`src/rtl/mcca_pkg.sv`:
```
// ----------------------------------------------------------------------------
// Masked complex cell averager package
// Shared types, command codes and status codes.
// ----------------------------------------------------------------------------
package mcca_pkg;

  localparam int SampleW = 16;
  localparam int CountW  = 11;
  localparam int RegW    = 7;

  localparam logic CMD_ACCUMULATE = 1'b0;
  localparam logic CMD_READ       = 1'b1;

  localparam logic [1:0] ST_OK        = 2'd0;
  localparam logic [1:0] ST_RANGE     = 2'd1;
  localparam logic [1:0] ST_SATURATED = 2'd2;

  localparam logic REG_ROWS = 1'b0;
  localparam logic REG_COLS = 1'b1;

  // Commands from the controller to the datapath.
  typedef struct packed {
    logic load;       // latch the input item and read the cell
    logic clear_cell; // treat the cell as empty
    logic sqrt_start; // start a square root
    logic sqrt_sel;   // 0: sample magnitude, 1: magnitude of mean
    logic div_start;  // start the three divisions
    logic write_cell; // write the accumulated cell back
    logic emit;       // load the output register
    logic emit_range; // result is an out-of-range result
    logic emit_sat;   // result carries saturated status
  } mcca_cmd_t;

  // Status from the datapath to the controller.
  typedef struct packed {
    logic        sqrt_done;
    logic        div_done;
    logic        out_busy;
    logic [10:0] cell_count; // count of the cell that was just read
  } mcca_stat_t;

endpackage

```
`src/rtl/mcca_ctrl.sv`:
```
// ----------------------------------------------------------------------------
// Masked complex cell averager controller
// Sequences each item through the cell read, square root and divider.
// ----------------------------------------------------------------------------
module mcca_ctrl #(
  parameter int MaxRows     = 64,
  parameter int MaxCols     = 64,
  parameter int MaxExamples = 1024
) (
  input  logic clk,
  input  logic rst,
  input  logic [6:0] rows_in_use,
  input  logic [6:0] cols_in_use,
  input  logic       in_valid,
  output logic       in_ready,
  input  logic       in_command,
  input  logic [5:0] in_row,
  input  logic [5:0] in_col,
  input  logic       in_missing,
  input  logic       in_first,
  output mcca_pkg::mcca_cmd_t cmd,
  input  mcca_pkg::mcca_stat_t stat
);
  import mcca_pkg::*;

  localparam logic [2:0] S_IDLE  = 3'd0;
  localparam logic [2:0] S_LOOK  = 3'd1;
  localparam logic [2:0] S_MAGSQ = 3'd2;
  localparam logic [2:0] S_MAGW  = 3'd3;
  localparam logic [2:0] S_DIVW  = 3'd4;
  localparam logic [2:0] S_AVGSQ = 3'd5;
  localparam logic [2:0] S_AVGW  = 3'd6;
  localparam logic [2:0] S_EMIT  = 3'd7;

  logic [2:0] state, state_next;
  logic       op_read, op_first, op_missing, op_range, op_sat;
  logic       op_read_next, op_first_next, op_missing_next, op_range_next;
  logic       op_sat_next;
  logic       in_range;

  assign in_range = ({1'b0, in_row} < rows_in_use) && ({1'b0, in_col} < cols_in_use) &&
                    (32'(in_row) < MaxRows) && (32'(in_col) < MaxCols);
  assign in_ready = (state == S_IDLE);

  always_ff @(posedge clk) begin
    if (rst) begin
      state      <= S_IDLE;
      op_read    <= 1'b0;
      op_first   <= 1'b0;
      op_missing <= 1'b0;
      op_range   <= 1'b0;
      op_sat     <= 1'b0;
    end else begin
      state      <= state_next;
      op_read    <= op_read_next;
      op_first   <= op_first_next;
      op_missing <= op_missing_next;
      op_range   <= op_range_next;
      op_sat     <= op_sat_next;
    end
  end

  // Next state and command decode.
  always_comb begin
    state_next      = state;
    op_read_next    = op_read;
    op_first_next   = op_first;
    op_missing_next = op_missing;
    op_range_next   = op_range;
    op_sat_next     = op_sat;
    cmd             = '0;
    unique case (state)
      S_IDLE: begin
        if (in_valid) begin
          cmd.load        = 1'b1;
          op_read_next    = (in_command == CMD_READ);
          op_first_next   = in_first;
          op_missing_next = in_missing;
          op_range_next   = !in_range;
          op_sat_next     = 1'b0;
          state_next      = S_LOOK;
        end
      end
      S_LOOK: begin
        if (op_range) begin
          state_next = S_EMIT;
        end else if (op_read) begin
          cmd.div_start = 1'b1;
          state_next    = S_DIVW;
        end else begin
          cmd.clear_cell = op_first;
          if (op_missing) begin
            state_next = S_IDLE;
            cmd.write_cell = 1'b0;
          end else if (!op_first && 32'(stat.cell_count) >= MaxExamples) begin
            op_sat_next   = 1'b1;
            cmd.div_start = 1'b1;
            state_next    = S_DIVW;
          end else begin
            state_next = S_MAGSQ;
          end
        end
      end
      S_MAGSQ: begin
        cmd.sqrt_start = 1'b1;
        state_next     = S_MAGW;
      end
      S_MAGW: begin
        if (stat.sqrt_done) state_next = S_EMIT;
      end
      S_DIVW: begin
        // The squares of the quotients are registered as the divider finishes.
        cmd.sqrt_sel = 1'b1;
        if (stat.div_done) state_next = S_AVGSQ;
      end
      S_AVGSQ: begin
        cmd.sqrt_sel   = 1'b1;
        cmd.sqrt_start = 1'b1;
        state_next     = S_AVGW;
      end
      S_AVGW: begin
        cmd.sqrt_sel = 1'b1;
        if (stat.sqrt_done) state_next = S_EMIT;
      end
      S_EMIT: begin
        cmd.sqrt_sel = op_read || op_sat;
        if (!op_read && !op_sat && !op_range) begin
          cmd.write_cell = 1'b1;
          state_next     = S_IDLE;
        end else if (!stat.out_busy) begin
          cmd.emit       = 1'b1;
          cmd.emit_range = op_range;
          cmd.emit_sat   = op_sat;
          state_next     = S_IDLE;
        end
      end
      default: state_next = S_IDLE;
    endcase
  end
endmodule
```
`config.mk`:
```
export PLATFORM = sky130hd
export DESIGN_NAME = mcca_ctrl
export DESIGN_NICKNAME = d
export VERILOG_FILES = /design/src/rtl/mcca_pkg.sv /design/src/rtl/mcca_ctrl.sv
export SDC_FILE = /design/constraint.sdc
export NUM_CORES = 1
export LEC_CHECK = 0
export ABC_AREA = 1
export BUFFER_PORTS_ARGS = -buffer_cell sky130_fd_sc_hd__buf_4
export CORE_MARGIN = 1.5
export CORE_UTILIZATION = 45
export CTS_CLUSTER_SIZE = 24
export DETAILED_ROUTE_END_ITERATION = 12
export PLACE_DENSITY = 0.85
export SLEW_MARGIN = 25
export SYNTH_ARGS = -nofsm -noshare
export SYNTH_HDL_FRONTEND = slang
export SYNTH_SLANG_ARGS = --single-unit
export TNS_END_PERCENT = 1
```
`constraint.sdc`:
```
create_clock -name clk -period 2.4 [get_ports clk]
set_input_delay 0.6 -clock clk [delete_from_list [all_inputs] [get_ports clk]]
set_output_delay 0.6 -clock clk [all_outputs]
set_load 0.01 [all_outputs]
```
Word level (Yosys, flattened, before mapping):

Index checks and enable logic that the tools add are counted.

* bits in read-only memories: 0
* RAM bits: 0
* bits in latches: 0
* output and inout bits: 10
* memories kept: 0
* word-level logic and storage cells: 75
* register bits after elaboration: 8

* add/subtract/negate cells: 0
* shifts and indexed selects: 0
* reductions and logical operators: 18
* bitwise logic cells: 0
* equal/unequal tests: 15
* multiply operators: 0
* magnitude comparators: 3
* divide/modulo/power cells: 0
* multiplexer cells: 33

Operator list (count)
* $mux W3: 12
* $pmux W3 S7: 1
* $mux W1: 16
* $lt A6 B7 Y1: 2
* $eq A3 B3 Y1 const B: 4
* $ne A2 B2 Y1 const B: 6
* $ge A11 B11 Y1 const B: 1
* $eq A3 B2 Y1 const B: 2
* $pmux W1 S2: 3
* $reduce_and A6 Y1: 1
* $logic_not A1 Y1: 5
* $logic_and A1 B1 Y1: 4
* $reduce_and A4 Y1: 1
* $reduce_or A2 Y1: 2
* $eq A3 B1 Y1 const B: 1
* $logic_not A3 Y1: 1
* $ne A3 B3 Y1 const B: 1
* $reduce_or A3 Y1: 1
* $mux W2: 1
* $ne A2 B1 Y1 const B: 1
* $reduce_and A2 Y1: 1
* $reduce_bool A2 Y1: 1
* $logic_or A1 B1 Y1: 1

Depth between registers and ports, before layout:

* word-level depth: 7
* gate-level depth with buffers: 10
* mapped depth without buffers: 10

Worst setup path before layout:

OpenSTA, ideal clock, no wires.

* path type: register to output
* start point: register state[2]
* end point: output port cmd[0] (netlist bit)
* path slack: 0.724 ns
* data arrival time: 1.076 ns
* data required time: 1.800 ns
* stages on the path, launching flop included: 7
* buffers on the path: 1
* path through: dfxtp_1 > buf_4 > inv_2 > nor2_1 > inv_1 > or2_4 > nor2_1

RTL lines
* start: declaration: line mcca_ctrl.sv:35 `logic [2:0] state, state_next;`
* start signal: assignment: line mcca_ctrl.sv:54 `state <= state_next;`
* end: declaration: line mcca_ctrl.sv:21 `output mcca_pkg::mcca_cmd_t cmd,`

==> results.yml <==
worst_setup_path:
  worst_ep_required_time_ns: 1.80
  cp-start-kind: "flip-flop"
  path_delay_family: "flip-flops"
  critPathMaxFanout: 9
  cp-end-kind: "output pin"
  cp_num_buf_inv: 3
  cp.arrival_ns: 1.58
  crit_path_cell_trace: "inv_2 > nor2_1 > inv_1 > or2_4 > nor2_1 > buf_4"
  cpPeakStageDelay_ns: 0.50
  slowest_stage: "dfxtp_1"
  crit_top_cell: "nor2_1"
  critical_path_class: "flip-flop to output pin"
logic_synthesis:
  ys_warn_count: 0
  synthArstFlopShare_pct: 0
  ys_seq_area_share_pct: 18.8
  synth_edf_count: 0
  syn_inst: 150
  synth_cell_types: 18
  synth-seq-cells: 8
  syn_avg_cell_area_um2: 5.69
  synth_top_flop_cell: "dfxtp_1"
  synth_area_um2: 853
  syn-num-nets: 206
status:
  status: "finished, final reports clean"
sta:
  min_period_ns: 2.18
  holdWs_ns: 0.470
  max_slew_margin_pct: 79.3
  timing.fmax_ghz: 0.458
  finalCritPeriodShare_pct: 91.0
  report.final.slew_viol_count: 0
  worst_pin_slew_ns: 0.310
  finalHoldViolCount: 0
  tns_ns: 0
  clock_skew_ns: 0.00817
  setup_slack_ns: 0.216
  final-setup-viol-count: 0
  rsz0062_at_grt: "no"
drt:
  detail_route.wl_per_cell_um: 8.92
  via_count: 1036
  drcViolationCount: 0
  wl_um: 1970
  firstDrtPassIters: 4
  ant_nets: 0
  drtIter0Drc: 13
  viasPerCell: 4.69
global_route:
  grt_pass1_wl_um: 3280
  grt_pass1_vias: 889
  grt.busiest_layer: "met2"
  use_met1_pct: 21.7
  grt_max_degree: 10
  grtUsageTotal_pct: 20.9
  overflow: 0
  antenna_found_initial: 0
  gr-usage-met3_pct: 5.88
  use_met2_pct: 39.2
die:
  fp.dieArea_um2: 2170
  ios: 56
  coreArea_um2: 1750
  initial_core_util_pct: 48.9
  rows: 15
  die_x_um: 46.5
  die_h_um: 46.5
pwr:
  totalPowerFinal_uw: 886
  power_leakage_nw: 0.731
  max-vdd-ir-drop_mv: 0.324
  p_per_area_nw_per_um2: 720
place:
  dpl.hpwl_um: 1720
  place_worst_setup_slack_ns: 0.493
  placed_cells: 218
  post_dp_cell_area_um2: 1210
  place_congestion: 0.822
  portBuffers: 45
clock_network:
  cts_setup_buffers: 0
  cts-root-buf: "clkbuf_4"
  clock-sinks: 8
  clkTransAtPathRegs_ns: 0.05
  htreeDepth: 1
  ctsResizeCount: 0
  holdBufCountCts: 0
  clk_latency_ns: 0.25
  cts_buffer_depth: 2
  cts_tree: "built"
  cts_buffers: 3
layout:
  fin_area_um2: 1230
  diodes: 0
  drive_gt1_share_pct: 26.5
  utilization_pct: 70.5
  final_cell_count_no_fill: 221
  nets: 254
  area_growth_pct: 44.1
hold_path:
  hold_class: "flip-flop to flip-flop"
run:
  maxCapViolations: 0
## cells in the mapped netlist (2+ instances only)
library cell  instances  area share [%]
a21oi_1              10             5.9
buf_4                 2             1.8
dfxtp_1               8              19
ha_1                 10              15
inv_1                33              15
nand2_1              42              18
nand3_1               8             4.7
nand4_1               4             2.9
nor2_1               20             8.8
o21ai_0               5             2.9
## area by class of cell
| type | instances | area, µm² |
|---|---|---|
| flip-flops and latches | 8 | 160 |
| multi-input cells | 106 | 551 |
| well taps | 25 | 31.3 |
| repair buffers | 45 | 338 |
| fillers | 158 | 515 |
| inverters | 34 | 128 |
| clock buffers | 3 | 22.5 |
## power by group
| group | switching [mW] | internal, mW | leakage [nW] |
|---|---|---|---|
| Combinational | 0.303 | 0.235 | 0.651 |
| Sequential | 0.0674 | 0.180 | 0.0659 |
| Clock | 0.0430 | 0.0570 | 0.0138 |
| Total | 0.414 | 0.472 | 0.731 |
## worst paths after layout
path	startpoint	endpoint	slack, ns	cells past startpoint
worst max register to register	state[2]	state[0]	1.13	6
worst min register to register	op_missing	op_missing	0.47	2
worst max-delay path	state[2]	cmd[1]	0.22	6
worst min-delay path	op_missing	op_missing	0.47	2
## routing by layer
metal  share of wire, %  wire [µm]
met1                 41        799
met2                 52       1030
met3                7.4        145
met4                  0          0
met5                  0          0
## logic make-up (layout without fill, tap and decap cells)
| kind of cell | count (synthesis) | after routing | share of synthesized area, % |
|---|---|---|---|
| AO/OA/AOI/OAI | 18 | 18 | 11.4 |
| AND/OR/NAND/NOR | 78 | 78 | 38.4 |
| flip-flops | 8 | 8 | 18.8 |
| adder cells (fa/ha/maj) | 10 | 10 | 14.7 |
| buffers and inverters | 36 | 82 | 16.7 |
## flip-flops by register name, indices dropped and copies added (netlist names)
signal,cells
op_missing,1
op_first,1
op_sat,1
op_read,1
op_range,1
state,3
## worst reg2reg max path, delay by kind of cell (launching register included)
family | cells | cell delay [ns]
AND/OR/NAND/NOR | 4 | 0.45
buffers and inverters | 1 | 0.12
flip-flops | 1 | 0.50
AO/OA/AOI/OAI | 1 | 0.13
## cells in the final DEF (no fill, tap or decap), types with 3 or more instances in the layout
master	instances
ha_1	10
buf_4	45
dfxtp_1	8
nand4_1	4
o21ai_0	5
a21oi_1	10
inv_1	33
nor2_1	20
nand3_1	8
nand2_1	42
clkbuf_4	3
Note: power is estimated with default switching activity, not from simulation.
